`src/design/mmdds_pkg.sv`:
```
// Shared types, constants and the sine table for the multimode DDS tone generator.
// No dependencies; every module of the block imports this package.
package mmdds_pkg;

	localparam int TABLE_SIZE = 256;
	localparam int PAN_PERIOD = 48000;
	localparam int SAMPLE_HZ  = 48000;
	localparam int QUARTER    = TABLE_SIZE / 4;

	localparam int IDX_W    = $clog2(TABLE_SIZE);
	localparam int FRAC_W   = 16;
	localparam int PHASE_W  = IDX_W + FRAC_W;
	localparam int SAMPLE_W = 16;
	localparam int MIX_W    = SAMPLE_W + 2;
	localparam int WORD_W   = 31;
	localparam int WORD_LSB = 15;
	localparam int PAN_W    = $clog2(PAN_PERIOD + 1);

	localparam int MODE_W = 3;
	localparam int GAIN_W = 25;
	localparam int TONE_W = 23;
	localparam int CFG_AW = 2;
	localparam int CFG_DW = 25;

	localparam int CMD_DEPTH = 4;
	localparam int OUT_DEPTH = 8;

	localparam logic [CFG_AW-1:0] REG_MODE = CFG_AW'(0);
	localparam logic [CFG_AW-1:0] REG_GAIN = CFG_AW'(1);
	localparam logic [CFG_AW-1:0] REG_TONE = CFG_AW'(2);

	localparam logic [MODE_W-1:0] MODE_TONE   = MODE_W'(0);
	localparam logic [MODE_W-1:0] MODE_ALT    = MODE_W'(1);
	localparam logic [MODE_W-1:0] MODE_SWEEP  = MODE_W'(2);
	localparam logic [MODE_W-1:0] MODE_CHORD  = MODE_W'(3);
	localparam logic [MODE_W-1:0] MODE_SILENT = MODE_W'(4);

	localparam logic [PHASE_W-1:0] STEP_A4 =
		PHASE_W'(64'd44000 * TABLE_SIZE * 65536 / (64'(SAMPLE_HZ) * 100));
	localparam logic [PHASE_W-1:0] STEP_A5 =
		PHASE_W'(64'd88000 * TABLE_SIZE * 65536 / (64'(SAMPLE_HZ) * 100));
	localparam logic [PHASE_W-1:0] STEP_CS5 =
		PHASE_W'(64'd55437 * TABLE_SIZE * 65536 / (64'(SAMPLE_HZ) * 100));
	localparam logic [PHASE_W-1:0] STEP_E5 =
		PHASE_W'(64'd65925 * TABLE_SIZE * 65536 / (64'(SAMPLE_HZ) * 100));

	localparam logic [63:0] SWEEP_START_64 = ((64'd20 * TABLE_SIZE) << 32) / SAMPLE_HZ;
	localparam logic [63:0] SWEEP_LIMIT_64 = ((64'd20000 * TABLE_SIZE) << 32) / SAMPLE_HZ;
	localparam int SWEEP_W = $clog2(SWEEP_LIMIT_64) + 1;
	localparam logic [SWEEP_W-1:0] SWEEP_START = SWEEP_W'(SWEEP_START_64);
	localparam logic [SWEEP_W-1:0] SWEEP_LIMIT = SWEEP_W'(SWEEP_LIMIT_64);
	localparam int SWEEP_MUL   = 1258;
	localparam int SWEEP_MUL_W = $clog2(SWEEP_MUL + 1);
	localparam int SWEEP_SHIFT = 23;

	localparam int GAIN_FRAC = 24;
	localparam logic [GAIN_W-1:0] UNITY_GAIN = GAIN_W'(1) << GAIN_FRAC;

	localparam int DIV3_RECIP   = 43691;
	localparam int DIV3_RECIP_W = 16;
	localparam int DIV3_SHIFT   = 17;

	localparam logic [63:0] HALF_PI_Q62 = 64'h6487ED5110B4611A;

	typedef enum logic {
		OP_PAIR  = 1'b0,
		OP_CHORD = 1'b1
	} op_t;

	typedef struct packed {
		op_t              op;
		logic             left_on;
		logic             right_on;
		logic [IDX_W-1:0] idx_a;
		logic [IDX_W-1:0] idx_b;
		logic [IDX_W-1:0] idx_c;
	} cmd_t;

	typedef logic signed [SAMPLE_W-1:0] sine_rom_t [TABLE_SIZE];

	function automatic logic [63:0] mul_q62(input logic [63:0] a, input logic [63:0] b);
		logic [127:0] p;
		p = {64'd0, a} * {64'd0, b};
		return p[125:62];
	endfunction

	function automatic logic [SAMPLE_W-1:0] quarter_value(input int j);
		logic [63:0]  x;
		logic [63:0]  x2;
		logic [63:0]  term;
		logic [63:0]  sum;
		logic [127:0] p;
		if (j == 0)
			return '0;
		if (j >= QUARTER)
			return SAMPLE_W'(32767);
		x = (HALF_PI_Q62 / QUARTER) * 64'(j) + ((HALF_PI_Q62 % QUARTER) * 64'(j)) / QUARTER;
		x2 = mul_q62(x, x);
		term = x;
		sum = x;
		// sine series through the x^25 term
		term = mul_q62(term, x2) / 64'd6;
		sum  = sum - term;
		term = mul_q62(term, x2) / 64'd20;
		sum  = sum + term;
		term = mul_q62(term, x2) / 64'd42;
		sum  = sum - term;
		term = mul_q62(term, x2) / 64'd72;
		sum  = sum + term;
		term = mul_q62(term, x2) / 64'd110;
		sum  = sum - term;
		term = mul_q62(term, x2) / 64'd156;
		sum  = sum + term;
		term = mul_q62(term, x2) / 64'd210;
		sum  = sum - term;
		term = mul_q62(term, x2) / 64'd272;
		sum  = sum + term;
		term = mul_q62(term, x2) / 64'd342;
		sum  = sum - term;
		term = mul_q62(term, x2) / 64'd420;
		sum  = sum + term;
		term = mul_q62(term, x2) / 64'd506;
		sum  = sum - term;
		term = mul_q62(term, x2) / 64'd600;
		sum  = sum + term;
		p = {64'd0, sum} * 128'd32767;
		return SAMPLE_W'(p[125:62]);
	endfunction

	function automatic sine_rom_t build_rom();
		sine_rom_t          rom;
		int                 q;
		int                 j;
		logic [SAMPLE_W-1:0] m;
		for (int i = 0; i < TABLE_SIZE; i++) begin
			q = i / QUARTER;
			j = i % QUARTER;
			m = (q % 2 == 1) ? quarter_value(QUARTER - j) : quarter_value(j);
			rom[i] = (q >= 2) ? -m : m;
		end
		return rom;
	endfunction

	localparam sine_rom_t SINE_ROM = build_rom();

endpackage

```
`src/design/multimode_dds_test_tone_generator_core.sv`:
```
// Top level of the multimode DDS test tone generator.
// Depends on mmdds_pkg, mmdds_front, mmdds_cmd_fifo and mmdds_back.
//
//   channel   handshake         payload
//   input     push / full       tick
//   result    empty / pop       left_word, right_word
//   config    cfg_we            cfg_addr, cfg_wdata
//
// One tick is taken per cycle unless full; the front end advances active oscillators in that
// cycle. The pipeline reads the sine table three times in parallel, so chords also run at one
// word per cycle unless stalled. A word passes through registers s1, s2 and s3 into the result
// queue. Reset restores control and oscillator defaults only; the sine table is constant. A
// stalled result side fills the result queue and then the command queue before full rises.
module multimode_dds_test_tone_generator_core import mmdds_pkg::*; (
	input  logic              clk,
	input  logic              arst_n,
	input  logic              push,
	output logic              full,
	input  logic              tick,
	input  logic              cfg_we,
	input  logic [CFG_AW-1:0] cfg_addr,
	input  logic [CFG_DW-1:0] cfg_wdata,
	output logic              empty,
	input  logic              pop,
	output logic [WORD_W-1:0] left_word,
	output logic [WORD_W-1:0] right_word
);

	cmd_t              cmd_in, cmd_out;
	logic              cmd_push, cmd_pop, cmd_full, cmd_empty;
	logic [GAIN_W-1:0] gain;

	assign full = cmd_full;

	mmdds_front u_front (
		.clk       (clk),
		.arst_n    (arst_n),
		.push      (push),
		.tick      (tick),
		.cfg_we    (cfg_we),
		.cfg_addr  (cfg_addr),
		.cfg_wdata (cfg_wdata),
		.cmd_full  (cmd_full),
		.cmd_push  (cmd_push),
		.cmd       (cmd_in),
		.gain      (gain)
	);

	mmdds_cmd_fifo u_cmd_fifo (
		.clk     (clk),
		.arst_n  (arst_n),
		.wr_en   (cmd_push),
		.wr_data (cmd_in),
		.full    (cmd_full),
		.rd_en   (cmd_pop),
		.rd_data (cmd_out),
		.empty   (cmd_empty)
	);

	mmdds_back u_back (
		.clk        (clk),
		.arst_n     (arst_n),
		.cmd_empty  (cmd_empty),
		.cmd        (cmd_out),
		.cmd_pop    (cmd_pop),
		.gain       (gain),
		.pop        (pop),
		.empty      (empty),
		.left_word  (left_word),
		.right_word (right_word)
	);

endmodule

```
`src/design/mmdds_front.sv`:
```
// Front end: configuration registers, oscillator state and tick classification.
// Depends on mmdds_pkg; emits one command word per tick into the command queue.
module mmdds_front import mmdds_pkg::*; (
	input  logic              clk,
	input  logic              arst_n,
	input  logic              push,
	input  logic              tick,
	input  logic              cfg_we,
	input  logic [CFG_AW-1:0] cfg_addr,
	input  logic [CFG_DW-1:0] cfg_wdata,
	input  logic              cmd_full,
	output logic              cmd_push,
	output cmd_t              cmd,
	output logic [GAIN_W-1:0] gain
);

	logic [MODE_W-1:0]  mode_q;
	logic [GAIN_W-1:0]  gain_q;
	logic [TONE_W-1:0]  tone_q;
	logic [PHASE_W-1:0] phase_l_q, phase_r_q, chord_a_q, chord_b_q, chord_c_q;
	logic [PHASE_W-1:0] phase_l_n, phase_r_n, chord_a_n, chord_b_n, chord_c_n;
	logic [PAN_W-1:0]   pan_cnt_q, pan_cnt_n, pan_inc;
	logic               left_turn_q, left_turn_n;
	logic [SWEEP_W-1:0] sweep_q, sweep_n, sweep_bump;
	logic [SWEEP_W+SWEEP_MUL_W-1:0] sweep_prod;
	logic [PHASE_W-1:0] sweep_inc;

	assign cmd_push = push & ~cmd_full & tick;
	assign gain     = gain_q;

	assign sweep_prod = (SWEEP_W+SWEEP_MUL_W)'(sweep_q) * (SWEEP_W+SWEEP_MUL_W)'(SWEEP_MUL);
	assign sweep_bump = sweep_q + SWEEP_W'(sweep_prod >> SWEEP_SHIFT);
	assign pan_inc    = pan_cnt_q + PAN_W'(1);

	always_comb begin
		phase_l_n   = phase_l_q;
		phase_r_n   = phase_r_q;
		chord_a_n   = chord_a_q;
		chord_b_n   = chord_b_q;
		chord_c_n   = chord_c_q;
		pan_cnt_n   = pan_cnt_q;
		left_turn_n = left_turn_q;
		sweep_n     = sweep_q;
		sweep_inc   = '0;
		cmd         = '{op: OP_PAIR, left_on: 1'b0, right_on: 1'b0,
			idx_a: '0, idx_b: '0, idx_c: '0};
		case (mode_q)
			MODE_TONE: begin
				phase_l_n = phase_l_q + PHASE_W'(tone_q);
				phase_r_n = phase_r_q + PHASE_W'(tone_q);
				cmd.left_on  = 1'b1;
				cmd.right_on = 1'b1;
			end
			MODE_ALT: begin
				pan_cnt_n = pan_inc;
				if (pan_inc >= PAN_W'(PAN_PERIOD)) begin
					pan_cnt_n   = '0;
					left_turn_n = ~left_turn_q;
				end
				if (left_turn_n) begin
					phase_l_n = phase_l_q + STEP_A4;
					cmd.left_on = 1'b1;
				end else begin
					phase_r_n = phase_r_q + STEP_A5;
					cmd.right_on = 1'b1;
				end
			end
			MODE_SWEEP: begin
				sweep_n   = (sweep_bump > SWEEP_LIMIT) ? SWEEP_START : sweep_bump;
				sweep_inc = PHASE_W'(sweep_n >> FRAC_W);
				phase_l_n = phase_l_q + sweep_inc;
				phase_r_n = phase_r_q + sweep_inc;
				cmd.left_on  = 1'b1;
				cmd.right_on = 1'b1;
			end
			MODE_CHORD: begin
				chord_a_n = chord_a_q + STEP_A4;
				chord_b_n = chord_b_q + STEP_CS5;
				chord_c_n = chord_c_q + STEP_E5;
				cmd.op    = OP_CHORD;
			end
			default: begin
			end
		endcase
		if (mode_q == MODE_CHORD) begin
			cmd.idx_a = chord_a_n[PHASE_W-1:FRAC_W];
			cmd.idx_b = chord_b_n[PHASE_W-1:FRAC_W];
			cmd.idx_c = chord_c_n[PHASE_W-1:FRAC_W];
		end else if (mode_q == MODE_SWEEP) begin
			cmd.idx_a = phase_l_n[PHASE_W-1:FRAC_W];
			cmd.idx_b = phase_l_n[PHASE_W-1:FRAC_W];
		end else begin
			cmd.idx_a = phase_l_n[PHASE_W-1:FRAC_W];
			cmd.idx_b = phase_r_n[PHASE_W-1:FRAC_W];
		end
	end

	always_ff @(posedge clk or negedge arst_n) begin
		if (!arst_n) begin
			mode_q      <= MODE_TONE;
			gain_q      <= GAIN_W'(2097);
			tone_q      <= TONE_W'(349525);
			phase_l_q   <= '0;
			phase_r_q   <= '0;
			chord_a_q   <= '0;
			chord_b_q   <= '0;
			chord_c_q   <= '0;
			pan_cnt_q   <= '0;
			left_turn_q <= 1'b1;
			sweep_q     <= SWEEP_START;
		end else begin
			if (cmd_push) begin
				phase_l_q   <= phase_l_n;
				phase_r_q   <= phase_r_n;
				chord_a_q   <= chord_a_n;
				chord_b_q   <= chord_b_n;
				chord_c_q   <= chord_c_n;
				pan_cnt_q   <= pan_cnt_n;
				left_turn_q <= left_turn_n;
			end
			if (cfg_we && cfg_addr == REG_MODE)
				sweep_q <= SWEEP_START;
			else if (cmd_push)
				sweep_q <= sweep_n;
			if (cfg_we) begin
				case (cfg_addr)
					REG_MODE: mode_q <= cfg_wdata[MODE_W-1:0];
					REG_GAIN: gain_q <= cfg_wdata[GAIN_W-1:0];
					REG_TONE: tone_q <= cfg_wdata[TONE_W-1:0];
					default: begin
					end
				endcase
			end
		end
	end

endmodule

```
`src/design/mmdds_cmd_fifo.sv`:
```
// Short command queue between the front end and the sample pipeline.
// Depends on mmdds_pkg for cmd_t and the queue depth.
module mmdds_cmd_fifo import mmdds_pkg::*; (
	input  logic clk,
	input  logic arst_n,
	input  logic wr_en,
	input  cmd_t wr_data,
	output logic full,
	input  logic rd_en,
	output cmd_t rd_data,
	output logic empty
);

	localparam int PW = $clog2(CMD_DEPTH);
	localparam int CW = $clog2(CMD_DEPTH + 1);

	cmd_t          mem_q [CMD_DEPTH];
	logic [PW-1:0] wr_ptr_q, rd_ptr_q;
	logic [CW-1:0] count_q;
	logic          do_wr, do_rd;

	assign full    = (count_q == CW'(CMD_DEPTH));
	assign empty   = (count_q == '0);
	assign rd_data = mem_q[rd_ptr_q];
	assign do_wr   = wr_en & ~full;
	assign do_rd   = rd_en & ~empty;

	always_ff @(posedge clk or negedge arst_n) begin
		if (!arst_n) begin
			wr_ptr_q <= '0;
			rd_ptr_q <= '0;
			count_q  <= '0;
		end else begin
			if (do_wr)
				wr_ptr_q <= (wr_ptr_q == PW'(CMD_DEPTH - 1)) ? '0 : wr_ptr_q + PW'(1);
			if (do_rd)
				rd_ptr_q <= (rd_ptr_q == PW'(CMD_DEPTH - 1)) ? '0 : rd_ptr_q + PW'(1);
			count_q <= count_q + CW'(do_wr) - CW'(do_rd);
		end
	end

	always_ff @(posedge clk) begin
		if (do_wr)
			mem_q[wr_ptr_q] <= wr_data;
	end

endmodule

```
`src/design/mmdds_back.sv`:
```
// Sample pipeline: sine lookup and mix, chord divide by three, gain, I2S packing, result queue.
// Depends on mmdds_pkg for the sine table, cmd_t and widths.
module mmdds_back import mmdds_pkg::*; (
	input  logic              clk,
	input  logic              arst_n,
	input  logic              cmd_empty,
	input  cmd_t              cmd,
	output logic              cmd_pop,
	input  logic [GAIN_W-1:0] gain,
	input  logic              pop,
	output logic              empty,
	output logic [WORD_W-1:0] left_word,
	output logic [WORD_W-1:0] right_word
);

	localparam int PW = $clog2(OUT_DEPTH);
	localparam int CW = $clog2(OUT_DEPTH + 1);
	localparam int PROD_W = SAMPLE_W + GAIN_W;

	logic                       valid_s1, valid_s2, valid_s3;
	logic                       chord_s1;
	logic signed [MIX_W-1:0]    left_s1;
	logic signed [SAMPLE_W-1:0] right_s1;
	logic signed [SAMPLE_W-1:0] left_s2, right_s2;
	logic [WORD_W-1:0]          left_s3, right_s3;

	logic signed [SAMPLE_W-1:0] rom_a, rom_b, rom_c;
	logic signed [MIX_W-1:0]    mix;
	logic [MIX_W-1:0]           mix_mag;
	logic [MIX_W+DIV3_RECIP_W-1:0] third_prod;
	logic [SAMPLE_W-1:0]        third_mag;
	logic signed [SAMPLE_W-1:0] third;
	logic [GAIN_W-1:0]          gain_eff;
	logic [SAMPLE_W-1:0]        mag_l, mag_r, scl_l, scl_r, smp_l, smp_r;
	logic [PROD_W-1:0]          prod_l, prod_r;

	logic [2*WORD_W-1:0] out_mem_q [OUT_DEPTH];
	logic [PW-1:0]       wr_ptr_q, rd_ptr_q;
	logic [CW-1:0]       count_q, inflight_q;
	logic                out_pop;

	// admit a command only when the result queue has room for everything in flight
	assign cmd_pop = ~cmd_empty & (inflight_q < CW'(OUT_DEPTH));
	assign out_pop = pop & ~empty;
	assign empty   = (count_q == '0);
	assign {left_word, right_word} = out_mem_q[rd_ptr_q];

	assign rom_a = SINE_ROM[cmd.idx_a];
	assign rom_b = SINE_ROM[cmd.idx_b];
	assign rom_c = SINE_ROM[cmd.idx_c];
	assign mix   = MIX_W'(rom_a) + MIX_W'(rom_b) + MIX_W'(rom_c);

	assign mix_mag    = left_s1[MIX_W-1] ? MIX_W'(-left_s1) : MIX_W'(left_s1);
	assign third_prod = (MIX_W+DIV3_RECIP_W)'(mix_mag) * (MIX_W+DIV3_RECIP_W)'(DIV3_RECIP);
	assign third_mag  = SAMPLE_W'(third_prod >> DIV3_SHIFT);
	assign third      = left_s1[MIX_W-1] ? -third_mag : third_mag;

	assign gain_eff = (gain > UNITY_GAIN) ? UNITY_GAIN : gain;
	assign mag_l    = left_s2[SAMPLE_W-1] ? -left_s2 : left_s2;
	assign mag_r    = right_s2[SAMPLE_W-1] ? -right_s2 : right_s2;
	assign prod_l   = PROD_W'(mag_l) * PROD_W'(gain_eff);
	assign prod_r   = PROD_W'(mag_r) * PROD_W'(gain_eff);
	assign scl_l    = prod_l[GAIN_FRAC +: SAMPLE_W];
	assign scl_r    = prod_r[GAIN_FRAC +: SAMPLE_W];
	assign smp_l    = left_s2[SAMPLE_W-1] ? -scl_l : scl_l;
	assign smp_r    = right_s2[SAMPLE_W-1] ? -scl_r : scl_r;

	always_ff @(posedge clk or negedge arst_n) begin
		if (!arst_n) begin
			valid_s1   <= 1'b0;
			valid_s2   <= 1'b0;
			valid_s3   <= 1'b0;
			wr_ptr_q   <= '0;
			rd_ptr_q   <= '0;
			count_q    <= '0;
			inflight_q <= '0;
		end else begin
			valid_s1 <= cmd_pop;
			valid_s2 <= valid_s1;
			valid_s3 <= valid_s2;
			if (valid_s3)
				wr_ptr_q <= (wr_ptr_q == PW'(OUT_DEPTH - 1)) ? '0 : wr_ptr_q + PW'(1);
			if (out_pop)
				rd_ptr_q <= (rd_ptr_q == PW'(OUT_DEPTH - 1)) ? '0 : rd_ptr_q + PW'(1);
			count_q    <= count_q + CW'(valid_s3) - CW'(out_pop);
			inflight_q <= inflight_q + CW'(cmd_pop) - CW'(out_pop);
		end
	end

	always_ff @(posedge clk) begin
		chord_s1 <= (cmd.op == OP_CHORD);
		if (cmd.op == OP_CHORD)
			left_s1 <= mix;
		else
			left_s1 <= cmd.left_on ? MIX_W'(rom_a) : '0;
		right_s1 <= cmd.right_on ? rom_b : '0;

		left_s2  <= chord_s1 ? third : SAMPLE_W'(left_s1);
		right_s2 <= chord_s1 ? third : right_s1;

		left_s3  <= {smp_l, WORD_LSB'(0)};
		right_s3 <= {smp_r, WORD_LSB'(0)};

		if (valid_s3)
			out_mem_q[wr_ptr_q] <= {left_s3, right_s3};
	end

endmodule
```
`config.mk`:
```
export PLATFORM = sky130hd
export DESIGN_NAME = multimode_dds_test_tone_generator_core
export DESIGN_NICKNAME = d
export VERILOG_FILES = /design/src/design/mmdds_pkg.sv /design/src/design/multimode_dds_test_tone_generator_core.sv /design/src/design/mmdds_front.sv /design/src/design/mmdds_cmd_fifo.sv /design/src/design/mmdds_back.sv
export SDC_FILE = /design/constraint.sdc
export NUM_CORES = 2
export LEC_CHECK = 0
export BUFFER_PORTS_ARGS = -buffer_cell sky130_fd_sc_hd__buf_4
export CORE_MARGIN = 2
export CORE_UTILIZATION = 40
export CTS_CLUSTER_SIZE = 20
export DETAILED_ROUTE_END_ITERATION = 8
export SETUP_SLACK_MARGIN = 0.05
export SLEW_MARGIN = 25
export SYNTH_ARGS = -nofsm -noshare
export SYNTH_HDL_FRONTEND = slang
export SYNTH_SLANG_ARGS = --single-unit
```
`constraint.sdc`:
```
create_clock -name clk -period 15 [get_ports clk]
set_clock_uncertainty 0.05 [all_clocks]
set_input_delay 3 -clock clk [delete_from_list [all_inputs] [get_ports clk]]
set_output_delay 3 -clock clk [all_outputs]
set_load 0.01 [all_outputs]
```
==> reports/results.txt <==
Fmax: 71.83 MHz
Reg2Reg Depth: 49
hold crit path type: flop to flop
final hold slack: 306.8 ps
Yosys warnings: 0
Cells after Synth: 9187
row count: 167
full die area: 212800 um^2
Area Growth Syn to Fin: 7.611%
DRC viols: 0
Via density: 5.852
Max Fanout on Critical Path: 22
mapped cell area: 83660 um^2
clock buffer count from CTS: 78
DP HPWL: 201.7 mm
setup total negative slack: 0 ps
Max stage delay cell, worst path: dfstp_2
Util after Layout: 43.39%
first-pass GRT wire length: 423.1 mm
register area share after synthesis: 22.89%
synthesized flop and latch total: 711
RR Startpoint: u_front.sweep_q[5]
H-tree levels: 3
largest net degree at the start of global routing: 77
commonest non-fill, non-tap cells in the layout: nand2_1, inv_1, fa_1, ha_1, nor2_1
Post-synth EDFFs: 364
number of max-cap violations: 0
starting density of the core: 40.32%
commonest non-fill, non-tap cell in the layout: nand2_1
clk_lat worst skew: 710 ps
drt wl/cell: 23.00 um
share of cells above drive strength 1: 7.820%
nets: 10630
hold path depth: 0
Final Hold Viols: 0
busiest grt layer: met2
met3 track demand over resource: 3.922%
Async S/R FF share, synth: 34.88%
GR Util met1: 35.44%
Worst-Margin Slew: 1144 ps
post-synth top area cell: fa_1
Crit. End Element: flop
CTS max path bufs: 3
slowest stage delay, CP: 690 ps
Clock Sinks: 711
worst setup path class: flop to flop
Yosys top cell area share: 21.56%
TritonCTS clock tree: yes
initial antenna violation count: 1
worst reg2reg setup slack: 1080 ps
clk root buf: clkbuf_16
RSZ-0062 raised after global routing: false
final WL: 272.4 mm
setup ws final: 1078 ps
CTS clk-pin slew, worst paths: 60 ps
met2 usage: 40.21%
vias in the first global route: 70450
crit path DAT: 14280 ps
GRT Residual Overflow: 0
Filler Cell Count: 20090
Setup crit start kind: flop
worst r2r dst: u_cmd_fifo.mem_q[0][8]
die height: 461.3 um
worst hold endpoint: u_back.valid_s2
Placeable Area: 207500 um^2
Main synth FF type: edfxtp_1
Critical Path RT: 15350 ps
Die Wd: 461.3 um
Final Cycle Share: 92.82%
GRT Overall Usage: 25.50%
synthesized area per cell: 9.107 um^2
drt first pass iters: 7
Detail Route Antenna Nets: 0
largest cells by area after synthesis: fa_1, edfxtp_1, ha_1
min Tclk post-route: 13920 ps
Vias: 69330
gpl congestion: 0.9883
Slew Limit Fails: 0
PortBufs: 66
Ports: 97
Synth cell types: 112
relative slew slack: 23.07%
pre-CTS setup slack: 1352 ps
status: finished clean
DRT iter0 DRCs: 7256
# setup viols final: 0
hold path start: u_back.valid_s1
==> per-stage QoR <==
stage / area [um^2] / cells
6_report: 90030 / 11850
4_1_cts: 89970 / 11840
3_3_place_gp: 87260 / 11700
3_5_place_dp: 87270 / 11700
5_1_grt: 90020 / 11840
2_1_floorplan: 83770 / 9216
==> cell families after synthesis <==
| group | Yosys count | synth area share [%] |
|---|---|---|
| compound gates | 1965 | 15.45 |
| xor+xnor | 355 | 3.716 |
| fa+ha+maj | 1605 | 32.09 |
| buf+inv | 1643 | 7.579 |
| flops | 711 | 22.89 |
| mux | 230 | 4.026 |
| other cells | 1 | 0.004482 |
| simple gates | 2677 | 14.24 |
==> cell usage after synthesis (37+ instances only) <==
master,count
a211oi_1,90
o21a_1,52
nor3_1,161
nor2b_1,46
buf_1,75
nand2_1,1175
nor2_1,668
dfrtp_1,219
o31ai_1,62
nand3_1,168
mux2i_1,46
a21oi_1,455
a21o_1,95
a311oi_1,50
edfxtp_1,364
and2_1,103
clkbuf_1,418
fa_1,901
nand2b_1,85
dfxtp_1,99
o21ai_0,463
mux4_2,74
xor2_1,122
o22ai_1,67
nand4_1,45
o221ai_1,37
ha_1,704
inv_1,1099
mux2_2,109
xnor2_1,233
o311ai_0,59
or3_1,45
o211ai_1,89
a31oi_1,97
==> layout make-up <==
class | instances | area, um^2 | share of cell area (%)
timing repair buffer | 233 | 1777 | 1.973
multi-input combinational | 6862 | 58750 | 65.26
clock buffer | 104 | 2120 | 2.354
clock inverter | 41 | 578.1 | 0.6421
sequential | 711 | 19160 | 21.29
inverter | 1103 | 4140 | 4.599
tap | 2788 | 3488 | 3.875
antenna | 5 | 12.51 | 0.01390
==> sequential cells by signal, summed over array words and instances (netlist names), 18 cells and up <==
| name | count |
|---|---|
| u_back.left_s1 | 18 |
| u_back.out_mem_q | 256 |
| u_cmd_fifo.mem_q | 108 |
| u_front.chord_a_q | 24 |
| u_front.chord_b_q | 23 |
| u_front.chord_c_q | 21 |
| u_front.gain | 25 |
| u_front.phase_l_q | 24 |
| u_front.phase_r_q | 24 |
| u_front.sweep_q | 40 |
| u_front.tone_q | 23 |
==> how the worst max path moves through the flow <==
stage / from / end / slack [ps] / cells past startpoint
after global placement: u_front.sweep_q[5] / u_cmd_fifo.mem_q[0][10] / 1520 / 49
after floorplan: u_front.sweep_q[17] / u_cmd_fifo.mem_q[0][9] / 3320 / 48
after global routing: u_front.sweep_q[6] / u_cmd_fifo.mem_q[3][10] / 60 / 49
final: u_front.sweep_q[5] / u_cmd_fifo.mem_q[0][8] / 1080 / 49
after CTS: u_front.sweep_q[5] / u_cmd_fifo.mem_q[0][8] / 1270 / 49
after detailed placement: u_front.sweep_q[7] / u_cmd_fifo.mem_q[2][8] / 1350 / 47
==> timing repair <==
action / in CTS / in global routing
gates resized for setup: 0 / 1
endpoints found under the setup margin: 0 / 12
setup buffers: 0 / 0
hold buffers: 0 / 0
==> routing by layer <==
metal | wire length, um | vias up
met1 | 118400 | 34730
met2 | 123500 | 2982
met3 | 20230 | 626
met4 | 10260 | 0
met5 | 0 | -
li1 | - | 30990
==> worst max-delay path: cells and delay by family, from the launching register on <==
family	cells	cell delay, ps
AOI/OAI and AO/OA	22	6030
adders and majority gates	9	3530
and+or+nand+nor	11	2640
DFF	1	690
buffers and inverters	6	490
xor gates and xnor gates	1	160
Power is not shown: default switching activity piles up to over one toggle a cycle in this logic, so the estimate is an artifact.
